==> config.mk <==
export PLATFORM = sky130hd
export DESIGN_NAME = min_match_disjunction_merge
export DESIGN_NICKNAME = d
export VERILOG_FILES = /design/src/hw/rtl/mmdm_pkg.sv /design/src/hw/rtl/mmdm_dp.sv /design/src/hw/rtl/mmdm_ctrl.sv /design/src/hw/rtl/min_match_disjunction_merge.sv
export SDC_FILE = /design/constraint.sdc
export NUM_CORES = 1
export LEC_CHECK = 0
export ABC_AREA = 1
export BUFFER_PORTS_ARGS = -buffer_cell sky130_fd_sc_hd__buf_2
export CAP_MARGIN = 20
export CORE_ASPECT_RATIO = 0.8
export CORE_UTILIZATION = 45
export DETAILED_ROUTE_END_ITERATION = 8
export GPL_TIMING_DRIVEN = 1
export PLACE_DENSITY_LB_ADDON = 0.1
export SYNTH_ARGS = -nofsm -noshare
export SYNTH_HDL_FRONTEND = slang
export SYNTH_SLANG_ARGS = --single-unit
==> constraint.sdc <==
create_clock -name i_clk -period 5.5 [get_ports i_clk]
set_input_delay 0.825 -clock i_clk [delete_from_list [all_inputs] [get_ports i_clk]]
set_output_delay 0.825 -clock i_clk [all_outputs]
set_load 0.01 [all_outputs]
==> src/hw/rtl/mmdm_pkg.sv <==
// Shared constants, codes and control types of the min-match disjunction merge.
package mmdm_pkg;

    localparam int LISTS          = 16;
    localparam int ID_W           = 4;
    localparam int CNT_W          = 5;
    localparam int SUM_W          = 20;
    localparam int CFG_W          = 5;
    localparam int CFG_IDX_W      = 1;
    localparam int KIND_W         = 2;
    localparam int DOC_BITS_DEF   = 31;
    localparam int SCORE_BITS_DEF = 16;

    localparam logic [SUM_W-1:0] SUM_MAX = {SUM_W{1'b1}};

    localparam logic [CFG_IDX_W-1:0] CFG_MIN_MATCH  = 1'd0;
    localparam logic [CFG_IDX_W-1:0] CFG_LIST_COUNT = 1'd1;

    localparam logic [CNT_W-1:0] MIN_MATCH_RST  = 5'd1;
    localparam logic [CNT_W-1:0] LIST_COUNT_RST = 5'd2;
    localparam logic [CNT_W-1:0] LISTS_CNT      = 5'd16;

    typedef enum logic [KIND_W-1:0] {
        KIND_REQ   = 2'd0,
        KIND_MATCH = 2'd1,
        KIND_FIN   = 2'd2
    } t_kind;

    typedef struct packed {
        logic  load_item;
        logic  merge_item;
        logic  scan_init;
        logic  scan_step;
        logic  load_out;
        t_kind out_kind;
    } t_cmd;

    typedef struct packed {
        logic load_done;
        logic take_ok;
        logic pend_any;
        logic match_ok;
        logic finish;
        logic scan_last;
    } t_sts;

endpackage

==> src/hw/rtl/mmdm_dp.sv <==
// Datapath: list heads, live bits, counters, candidate scan and the result register.
module mmdm_dp #(
    parameter int DOC_BITS   = mmdm_pkg::DOC_BITS_DEF,
    parameter int SCORE_BITS = mmdm_pkg::SCORE_BITS_DEF
) (
    input  logic                              i_clk,
    input  logic                              i_rst_n,
    input  logic                              i_cfg_we,
    input  logic [mmdm_pkg::CFG_IDX_W-1:0]    i_cfg_idx,
    input  logic [mmdm_pkg::CFG_W-1:0]        i_cfg_data,
    input  logic                              i_kind,
    input  logic [mmdm_pkg::ID_W-1:0]         i_id,
    input  logic [DOC_BITS-1:0]               i_doc,
    input  logic [SCORE_BITS-1:0]             i_score,
    input  mmdm_pkg::t_cmd                    i_cmd,
    output mmdm_pkg::t_sts                    o_sts,
    output mmdm_pkg::t_kind                   o_out_kind,
    output logic [mmdm_pkg::ID_W-1:0]         o_out_id,
    output logic [DOC_BITS-1:0]               o_out_doc,
    output logic [mmdm_pkg::SUM_W-1:0]        o_out_sum,
    output logic [mmdm_pkg::CNT_W-1:0]        o_out_cnt
);

    localparam int LISTS = mmdm_pkg::LISTS;
    localparam int ID_W  = mmdm_pkg::ID_W;
    localparam int CNT_W = mmdm_pkg::CNT_W;
    localparam int SUM_W = mmdm_pkg::SUM_W;
    localparam int ADD_W = ((SCORE_BITS > SUM_W) ? SCORE_BITS : SUM_W) + 1;

    logic [CNT_W-1:0]      r_min_match;
    logic [CNT_W-1:0]      r_list_count;
    logic [DOC_BITS-1:0]   r_head_doc   [LISTS];
    logic [SCORE_BITS-1:0] r_head_score [LISTS];
    logic [LISTS-1:0]      r_alive;
    logic [CNT_W-1:0]      r_alive_cnt;
    logic [CNT_W-1:0]      r_loaded_cnt;
    logic [LISTS-1:0]      r_pend;
    logic [DOC_BITS-1:0]   r_cur_doc;
    logic [SUM_W-1:0]      r_cur_sum;
    logic [CNT_W-1:0]      r_cur_cnt;
    logic                  r_found;
    logic [ID_W-1:0]       r_idx;
    mmdm_pkg::t_kind       r_out_kind;
    logic [ID_W-1:0]       r_out_id;
    logic [DOC_BITS-1:0]   r_out_doc;
    logic [SUM_W-1:0]      r_out_sum;
    logic [CNT_W-1:0]      r_out_cnt;

    logic [CNT_W-1:0]      w_eff;
    logic                  w_id_in;
    logic [ID_W-1:0]       w_low;
    logic                  w_take_ok;
    logic                  w_take;
    logic                  w_load;
    logic [DOC_BITS-1:0]   w_hd;
    logic [SCORE_BITS-1:0] w_hs;
    logic                  w_new_min;
    logic                  w_same;
    logic [LISTS-1:0]      w_idx_bit;
    logic [LISTS-1:0]      w_id_bit;

    function automatic logic [SUM_W-1:0] sat_add(input logic [SUM_W-1:0] a,
                                                 input logic [SCORE_BITS-1:0] b);
        logic [ADD_W-1:0] s;
        s = ADD_W'(a) + ADD_W'(b);
        if (s > ADD_W'(mmdm_pkg::SUM_MAX)) begin
            sat_add = mmdm_pkg::SUM_MAX;
        end else begin
            sat_add = s[SUM_W-1:0];
        end
    endfunction

    always_comb begin
        w_low = '0;
        for (int i = LISTS - 1; i >= 0; i--) begin
            if (r_pend[i]) begin
                w_low = ID_W'(i);
            end
        end
    end

    assign w_eff     = (r_list_count > mmdm_pkg::LISTS_CNT) ? mmdm_pkg::LISTS_CNT : r_list_count;
    assign w_id_in   = {{(CNT_W-ID_W){1'b0}}, i_id} < w_eff;
    assign w_id_bit  = {{(LISTS-1){1'b0}}, 1'b1} << i_id;
    assign w_idx_bit = {{(LISTS-1){1'b0}}, 1'b1} << r_idx;
    assign w_take_ok = (r_pend != '0) && (i_id == w_low);
    assign w_take    = i_cmd.merge_item && w_take_ok;
    assign w_load    = i_cmd.load_item && w_id_in && !r_pend[i_id];
    assign w_hd      = r_head_doc[r_idx];
    assign w_hs      = r_head_score[r_idx];
    assign w_new_min = r_alive[r_idx] && (!r_found || (w_hd < r_cur_doc));
    assign w_same    = r_alive[r_idx] && r_found && (w_hd == r_cur_doc);

    assign o_sts.load_done = r_loaded_cnt >= w_eff;
    assign o_sts.take_ok   = w_take_ok;
    assign o_sts.pend_any  = r_pend != '0;
    assign o_sts.match_ok  = r_cur_cnt >= r_min_match;
    assign o_sts.finish    = (r_alive_cnt == '0) || (r_alive_cnt < r_min_match);
    assign o_sts.scan_last = r_idx == ID_W'(LISTS - 1);

    always_ff @(posedge i_clk) begin
        if (!i_rst_n) begin
            r_min_match  <= mmdm_pkg::MIN_MATCH_RST;
            r_list_count <= mmdm_pkg::LIST_COUNT_RST;
            r_alive      <= '0;
            r_alive_cnt  <= '0;
            r_loaded_cnt <= '0;
            r_pend       <= '0;
            r_found      <= 1'b0;
            r_idx        <= '0;
        end else begin
            if (i_cfg_we) begin
                case (i_cfg_idx)
                    mmdm_pkg::CFG_MIN_MATCH:  r_min_match  <= i_cfg_data;
                    mmdm_pkg::CFG_LIST_COUNT: r_list_count <= i_cfg_data;
                    default: ;
                endcase
            end
            if (w_load) begin
                r_pend       <= r_pend | w_id_bit;
                r_loaded_cnt <= r_loaded_cnt + 1'b1;
                if (!i_kind) begin
                    r_alive     <= r_alive | w_id_bit;
                    r_alive_cnt <= r_alive_cnt + 1'b1;
                end
            end
            if (w_take) begin
                r_pend <= r_pend & ~w_id_bit;
                if (i_kind) begin
                    r_alive <= r_alive & ~w_id_bit;
                    if (r_alive[i_id] && (r_alive_cnt != '0)) begin
                        r_alive_cnt <= r_alive_cnt - 1'b1;
                    end
                end
            end
            if (i_cmd.scan_init) begin
                r_pend  <= '0;
                r_found <= 1'b0;
                r_idx   <= '0;
            end
            if (i_cmd.scan_step) begin
                r_idx <= r_idx + 1'b1;
                if (w_new_min) begin
                    r_found <= 1'b1;
                    r_pend  <= w_idx_bit;
                end else if (w_same) begin
                    r_pend <= r_pend | w_idx_bit;
                end
            end
        end
    end

    always_ff @(posedge i_clk) begin
        if ((w_load || w_take) && !i_kind) begin
            r_head_doc[i_id]   <= i_doc;
            r_head_score[i_id] <= i_score;
        end
        if (i_cmd.scan_step) begin
            if (w_new_min) begin
                r_cur_doc <= w_hd;
                r_cur_sum <= sat_add('0, w_hs);
                r_cur_cnt <= CNT_W'(1);
            end else if (w_same) begin
                r_cur_sum <= sat_add(r_cur_sum, w_hs);
                r_cur_cnt <= r_cur_cnt + 1'b1;
            end
        end
        if (i_cmd.load_out) begin
            r_out_kind <= i_cmd.out_kind;
            case (i_cmd.out_kind)
                mmdm_pkg::KIND_REQ: begin
                    r_out_id  <= w_low;
                    r_out_doc <= '0;
                    r_out_sum <= '0;
                    r_out_cnt <= '0;
                end
                mmdm_pkg::KIND_MATCH: begin
                    r_out_id  <= '0;
                    r_out_doc <= r_cur_doc;
                    r_out_sum <= r_cur_sum;
                    r_out_cnt <= r_cur_cnt;
                end
                default: begin
                    r_out_id  <= '0;
                    r_out_doc <= '0;
                    r_out_sum <= '0;
                    r_out_cnt <= '0;
                end
            endcase
        end
    end

    assign o_out_kind = r_out_kind;
    assign o_out_id   = r_out_id;
    assign o_out_doc  = r_out_doc;
    assign o_out_sum  = r_out_sum;
    assign o_out_cnt  = r_out_cnt;

endmodule

==> src/hw/rtl/mmdm_ctrl.sv <==
// Controller: sequencing of loading, candidate scans, requests and the output handshake.
module mmdm_ctrl (
    input  logic           i_clk,
    input  logic           i_rst_n,
    input  logic           i_s_tvalid,
    input  logic           i_m_tready,
    input  mmdm_pkg::t_sts i_sts,
    output mmdm_pkg::t_cmd o_cmd,
    output logic           o_s_tready,
    output logic           o_m_tvalid
);

    typedef enum logic [2:0] {
        S_LOAD,
        S_LCHK,
        S_START,
        S_SCAN,
        S_REQ,
        S_MERGE,
        S_MCHK,
        S_DONE
    } t_state;

    t_state r_state;
    t_state n_state;
    logic   r_m_valid;
    logic   n_m_valid;
    logic   w_free;
    logic   w_acc;

    assign o_s_tready = (r_state == S_LOAD) || (r_state == S_MERGE) || (r_state == S_DONE);
    assign w_free     = !r_m_valid || i_m_tready;
    assign w_acc      = i_s_tvalid && o_s_tready;

    always_comb begin
        o_cmd          = '0;
        o_cmd.out_kind = mmdm_pkg::KIND_REQ;
        n_state        = r_state;
        case (r_state)
            S_LOAD: begin
                if (w_acc) begin
                    o_cmd.load_item = 1'b1;
                    n_state         = S_LCHK;
                end
            end
            S_LCHK: begin
                n_state = i_sts.load_done ? S_START : S_LOAD;
            end
            S_START: begin
                if (i_sts.finish) begin
                    if (w_free) begin
                        o_cmd.load_out = 1'b1;
                        o_cmd.out_kind = mmdm_pkg::KIND_FIN;
                        n_state        = S_DONE;
                    end
                end else begin
                    o_cmd.scan_init = 1'b1;
                    n_state         = S_SCAN;
                end
            end
            S_SCAN: begin
                o_cmd.scan_step = 1'b1;
                if (i_sts.scan_last) begin
                    n_state = S_REQ;
                end
            end
            S_REQ: begin
                if (w_free) begin
                    o_cmd.load_out = 1'b1;
                    n_state        = S_MERGE;
                end
            end
            S_MERGE: begin
                if (w_acc) begin
                    o_cmd.merge_item = 1'b1;
                    if (i_sts.take_ok) begin
                        n_state = S_MCHK;
                    end
                end
            end
            S_MCHK: begin
                if (i_sts.pend_any) begin
                    if (w_free) begin
                        o_cmd.load_out = 1'b1;
                        n_state        = S_MERGE;
                    end
                end else if (i_sts.match_ok) begin
                    if (w_free) begin
                        o_cmd.load_out = 1'b1;
                        o_cmd.out_kind = mmdm_pkg::KIND_MATCH;
                        n_state        = S_START;
                    end
                end else begin
                    n_state = S_START;
                end
            end
            S_DONE: begin
                n_state = S_DONE;
            end
            default: begin
                n_state = S_DONE;
            end
        endcase
    end

    always_comb begin
        n_m_valid = r_m_valid;
        if (o_cmd.load_out) begin
            n_m_valid = 1'b1;
        end else if (i_m_tready) begin
            n_m_valid = 1'b0;
        end
    end

    always_ff @(posedge i_clk) begin
        if (!i_rst_n) begin
            r_state   <= S_LOAD;
            r_m_valid <= 1'b0;
        end else begin
            r_state   <= n_state;
            r_m_valid <= n_m_valid;
        end
    end

    assign o_m_tvalid = r_m_valid;

endmodule

==> src/hw/rtl/min_match_disjunction_merge.sv <==
// Top level of the min-match disjunction merge of up to sixteen ascending posting lists.
// Each loading word is followed by a load check; each answer to a request by a merge check.
// A new candidate adds a scan of all sixteen list heads plus set-up.
// The scan over the stored heads sets the rate of emitted documents.
// Reset (synchronous, active low) clears the live and pending bits and the alive and loaded counters; no clearing pass.
module min_match_disjunction_merge #(
    parameter int DOC_BITS   = mmdm_pkg::DOC_BITS_DEF,
    parameter int SCORE_BITS = mmdm_pkg::SCORE_BITS_DEF
) (
    input  logic                           i_clk,
    input  logic                           i_rst_n,
    input  logic                           i_s_tvalid,
    output logic                           o_s_tready,
    // list_id, doc, score
    input  logic [((mmdm_pkg::ID_W + DOC_BITS + SCORE_BITS + 7) / 8) * 8 - 1:0] i_s_tdata,
    // kind
    input  logic [0:0]                     i_s_tuser,
    output logic                           o_m_tvalid,
    input  logic                           i_m_tready,
    // list_id_res, doc_res, score_sum, match_count
    output logic [((mmdm_pkg::ID_W + DOC_BITS + mmdm_pkg::SUM_W + mmdm_pkg::CNT_W + 7) / 8)
                  * 8 - 1:0]               o_m_tdata,
    // kind_res
    output logic [mmdm_pkg::KIND_W-1:0]    o_m_tuser,
    input  logic                           i_cfg_we,
    input  logic [mmdm_pkg::CFG_IDX_W-1:0] i_cfg_idx,
    input  logic [mmdm_pkg::CFG_W-1:0]     i_cfg_data
);

    localparam int ID_W  = mmdm_pkg::ID_W;
    localparam int OUT_W = ((ID_W + DOC_BITS + mmdm_pkg::SUM_W + mmdm_pkg::CNT_W + 7) / 8) * 8;

    mmdm_pkg::t_cmd                w_cmd;
    mmdm_pkg::t_sts                w_sts;
    mmdm_pkg::t_kind               w_out_kind;
    logic [ID_W-1:0]               w_out_id;
    logic [DOC_BITS-1:0]           w_out_doc;
    logic [mmdm_pkg::SUM_W-1:0]    w_out_sum;
    logic [mmdm_pkg::CNT_W-1:0]    w_out_cnt;

    mmdm_ctrl u_ctrl (
        .i_clk      (i_clk),
        .i_rst_n    (i_rst_n),
        .i_s_tvalid (i_s_tvalid),
        .i_m_tready (i_m_tready),
        .i_sts      (w_sts),
        .o_cmd      (w_cmd),
        .o_s_tready (o_s_tready),
        .o_m_tvalid (o_m_tvalid)
    );

    mmdm_dp #(
        .DOC_BITS   (DOC_BITS),
        .SCORE_BITS (SCORE_BITS)
    ) u_dp (
        .i_clk      (i_clk),
        .i_rst_n    (i_rst_n),
        .i_cfg_we   (i_cfg_we),
        .i_cfg_idx  (i_cfg_idx),
        .i_cfg_data (i_cfg_data),
        .i_kind     (i_s_tuser[0]),
        .i_id       (i_s_tdata[ID_W-1:0]),
        .i_doc      (i_s_tdata[ID_W+DOC_BITS-1:ID_W]),
        .i_score    (i_s_tdata[ID_W+DOC_BITS+SCORE_BITS-1:ID_W+DOC_BITS]),
        .i_cmd      (w_cmd),
        .o_sts      (w_sts),
        .o_out_kind (w_out_kind),
        .o_out_id   (w_out_id),
        .o_out_doc  (w_out_doc),
        .o_out_sum  (w_out_sum),
        .o_out_cnt  (w_out_cnt)
    );

    assign o_m_tdata = OUT_W'({w_out_cnt, w_out_sum, w_out_doc, w_out_id});
    assign o_m_tuser = w_out_kind;

    a_no_overwrite: assert property (@(posedge i_clk) disable iff (!i_rst_n)
        w_cmd.load_out |-> (!o_m_tvalid || i_m_tready))
        else $error("result register loaded while a word is still waiting");

    a_silent_after_finish: assert property (@(posedge i_clk) disable iff (!i_rst_n)
        (o_m_tvalid && i_m_tready && (o_m_tuser == mmdm_pkg::KIND_FIN)) |=> !o_m_tvalid)
        else $error("word produced after the finished word");

    a_match_nonempty: assert property (@(posedge i_clk) disable iff (!i_rst_n)
        (o_m_tvalid && (o_m_tuser == mmdm_pkg::KIND_MATCH))
            |-> (o_m_tdata[ID_W+DOC_BITS+mmdm_pkg::SUM_W+mmdm_pkg::CNT_W-1:
                           ID_W+DOC_BITS+mmdm_pkg::SUM_W] != '0))
        else $error("matched document word with no matching list");

endmodule
==> impl_results.md <==
- Status: completed
- Worst r2r path cells: 18
- Yosys warns: 0
- CTS root buf: clkbuf_16
- Async SR Flop Fraction: 0%
- Seq cells post-synth: 935
- Worst setup SP type: flop
- CTS tree: yes
- Post-Synth XOR/XNOR Area: 0.476%
- Max IR drop VDD: 0.260 mV
- Setup tns final: 0 ps
- Hold crit path type: in -> reg
- Final hold violation count: 0
- Boundary Pins: 136
- Port buffer count: 126
- Share of layout cells above drive strength 1: 11.4%
- Cells after Synth: 3,306
- Multiplexer area fraction after synthesis: 4.65%
- Crit path max fanout: 39
- Post-synth top flop: edfxtp_1
- Largest net degree at the start of global routing: 135
- Worst Max-Slew Pin Slew: 1030 ps
- CP delay by family, top: buffers and inverters
- Die Width: 337 um
- GRT Util Overall: 22.1%
- Clk_lat worst skew: 670 ps
- Initial Util: 45.8%
- Sequential Area: 27,400 um^2
- Yosys cell types: 50
- DRC Markers: 0
- Cell Chain, Critical Path: buf_4 > buf_4 > a21oi_1 > o21ai_0 > o21ai_0 > o211ai_1 > nand2_1 > ha_1 > nand2_1 > o21ai_0 > a21oi_1 > o2111ai_1 > o21ai_1 > nand2_2 > nand2_1 > nand2_1 > inv_1 > buf_4
- Number of flops mapped to enable cells by yosys: 870
- Simple-gate area share of the yosys netlist: 6.69%
- Lkg Pwr: 16.1 nW
- Final wirelength: 100,000 um
- Die Area: 91,100 um^2
- First-pass GRT wire length: 151,000 um
- Unrepaired setup endpoints after global routing: no
- CP Capture Type: flop
- CORE AREA: 88,400 um^2
- Most frequent CP cell: nand2_1
- Largest family of logic cells by synthesized area: compound AO/OA/AOI/OAI gates
- Data required time of the worst path: 5810 ps
- Die height: 270 um
- Initial antenna violation count: 13
- Area of the mapped netlist: 40,500 um^2
- Hold Path Cell Cnt: 3
- Adder-cell share of the synthesized area: 2.34%
- Register area share after synthesis: 67.8%
- CTS Sinks: 935
- Post-CTS Hold Buffers: 0
- Final #Nets: 3,556
- Fill count: 7,492
- Worst path slowest cell: buf_4
- Final HPWL from detailed placement: 56,300 um
- CP Class: reg -> reg
- Clk slew on worst S/H paths: 60 ps
- Compound-Gate Fraction of Synth Area: 12.3%
- H-tree levels: 3
- Drt wl/cell: 21.4 um
- Power per Cell Area: 370 nW/um^2
- Crit path time final: 4500 ps
- Worst Slack Setup Final: 1000 ps
- Worst slew margin: 31.5%
- Critical path depth: 18
- Drt initial violations: 1,865
- Vias in the first global route: 24,800
- WP buf/inv: 4
- Slowest stage delay, CP: 480 ps
- Via count: 25,500
- CTS resizes: 0
- Synth Area per Inst: 12.2 um^2
- CTS buffer count: 94
- Area Overhead vs Synth: 13.8%
- Clk_skew: 23.6 ps
- Drt pass-1 iters: 6
- DRT antenna net count: 0
- Setup bufs post-CTS: 0
- Period utilization: 81.8%
- Max clock buf depth: 3
- Post-place setup slack: 1080 ps
- Vias per Instance: 5.44
- Row cnt: 97
- Multi-input logic area: 10,800 um^2
- # setup viols final: 0
- Overflow after GRT: 0
- FMAX: 0.222 GHz
- Final Max Tran Viols: 0
- Worst EP arrival: 4810 ps
- Max Cap Viol: 0
- Routability cong.: 0.912
-- Yosys cell counts (3+ instances only) --
| master | instances | area share, % |
|---|---|---|
| edfxtp_1 | 870 | 65 |
| inv_1 | 375 | 3.5 |
| a21oi_1 | 311 | 3.8 |
| nand2_1 | 302 | 2.8 |
| o21ai_0 | 301 | 3.7 |
| o211ai_1 | 189 | 3.5 |
| mux2i_1 | 188 | 4.7 |
| nor2_1 | 154 | 1.4 |
| clkbuf_1 | 115 | 1.1 |
| nand3_1 | 107 | 1.3 |
| ha_1 | 74 | 2.3 |
| dfxtp_1 | 65 | 3.2 |
| buf_2 | 33 | 0.41 |
| o21ai_1 | 24 | 0.30 |
| a31oi_1 | 18 | 0.28 |
| inv_2 | 18 | 0.17 |
| buf_1 | 15 | 0.14 |
| nand4_1 | 14 | 0.22 |
| o22ai_1 | 14 | 0.22 |
| xor2_1 | 13 | 0.28 |
| nand3_2 | 12 | 0.30 |
| nor2_2 | 12 | 0.19 |
| nor3_1 | 10 | 0.12 |
| buf_6 | 9 | 0.25 |
| xnor2_1 | 9 | 0.19 |
| buf_4 | 8 | 0.15 |
| clkinv_1 | 6 | 0.056 |
| o21ai_2 | 5 | 0.11 |
| o21bai_1 | 4 | 0.074 |
| o31ai_1 | 4 | 0.074 |
| nor4_1 | 3 | 0.046 |
-- worst paths after layout --
path	start	to	slack, ps
worst max-delay path	flop	u_dp.r_cur_sum[8]$_DFFE_PP_	1000
worst min-delay path	i_cfg_data[1]	u_dp.r_list_count[1]$_SDFFE_PN1P_	410
worst max register to register	flop	u_dp.r_cur_sum[8]$_DFFE_PP_	1000
worst min register to register	u_dp.r_list_count[0]$_SDFFE_PN0P_	u_dp.r_list_count[0]$_SDFFE_PN0P_	470
-- cell families (layout without fill, tap and decap cells) --
family / after synthesis / in the layout
buffers and inverters: 579 / 762
muxes: 188 / 188
xor gates and xnor gates: 22 / 22
adders and majority gates: 75 / 75
DFF: 935 / 935
and+or+nand+nor: 626 / 626
AOI/OAI and AO/OA: 880 / 880
other: 1 / 9
-- power by group --
| group | leakage (nW) | internal (W) | switching (W) |
|---|---|---|---|
| registers | 8.38 | 0.00812 | 0.000100 |
| logic | 6.13 | 0.000729 | 0.00142 |
| clock network | 1.57 | 0.00396 | 0.00270 |
| total | 16.1 | 0.0128 | 0.00421 |
-- cell type report --
cell class,instances,area share [%]
antenna,5,0.0272
clock buffer,118,5.47
clock inverter,57,1.56
inverter,399,3.26
multi-input combinational,1795,23.6
sequential,935,59.6
tap,1188,3.23
timing repair buffer,188,3.28
-- layer usage --
| layer | up-vias | routed length [um] | GRT usage, % |
|---|---|---|---|
| met1 | 12400 | 44400 | 30.2 |
| met4 | 12 | 2630 | 6.84 |
| met2 | 744 | 48000 | 36.3 |
| met3 | 168 | 5400 | 3.44 |
| met5 | - | 66 | 0 |
| li1 | 12100 | - | - |
-- flip-flops by register name (all words and copies together), names as in the netlist, 2 cells and up, named ones only --
name	count
u_dp.r_alive	16
u_dp.o_out_id	4
u_ctrl.r_state	3
u_dp.r_list_count	5
u_dp.r_min_match	5
u_dp.r_cur_doc	31
u_dp.r_cur_sum	20
u_dp.o_out_doc	31
u_dp.r_alive_cnt	5
u_dp.r_pend	16
u_dp.r_idx	4
u_dp.r_loaded_cnt	5
u_dp.o_out_cnt	5
u_dp.r_head_doc	496
u_dp.o_out_sum	20
u_dp.o_out_kind	2
u_dp.r_head_score	256
u_dp.r_cur_cnt	5
-- worst reg2reg max path, delay by kind of cell (launching register included) --
| kind | cells | cell delay, ps |
|---|---|---|
| AND/OR/NAND/NOR | 5 | 680 |
| adder cells (fa/ha/maj) | 1 | 360 |
| buffers and inverters | 4 | 1400 |
| flip-flops | 1 | 390 |
| AO/OA/AOI/OAI | 8 | 1300 |
-- placed cells by master, fill, tap and decap left out, drive strengths merged, types with 3 or more instances in the layout --
cell / n
edfxtp: 870
inv: 397
o21ai: 331
a21oi: 311
nand2: 302
o211ai: 189
mux2i: 188
buf: 188
nor2: 168
nand3: 119
clkbuf: 118
ha: 74
dfxtp: 65
clkinv: 41
a31oi: 18
bufinv: 15
nand4: 15
o22ai: 14
xor2: 13
nor3: 10
xnor2: 9
diode: 5
o21bai: 4
o31ai: 4
conb: 4
nor4: 4
clkinvlp: 3
or2: 3
-- metrics by stage --
stage / instance area, um^2 / total power, W / utilization, % / cells / hold WS [ps]
after global routing: 46000 / 0.0177 / 52.1 / 4682 / 386
final: 46000 / 0.0170 / 52.1 / 4685 / 408
after global placement: 42800 / 0.0104 / 48.4 / 4503 / 461
after CTS: 46000 / 0.0172 / 52.1 / 4678 / 355
after floorplan: 40500 / 0.00983 / - / 3309 / 430
after detailed placement: 42800 / 0.0105 / 48.4 / 4503 / 457
Power figures use the tool's default switching activity.
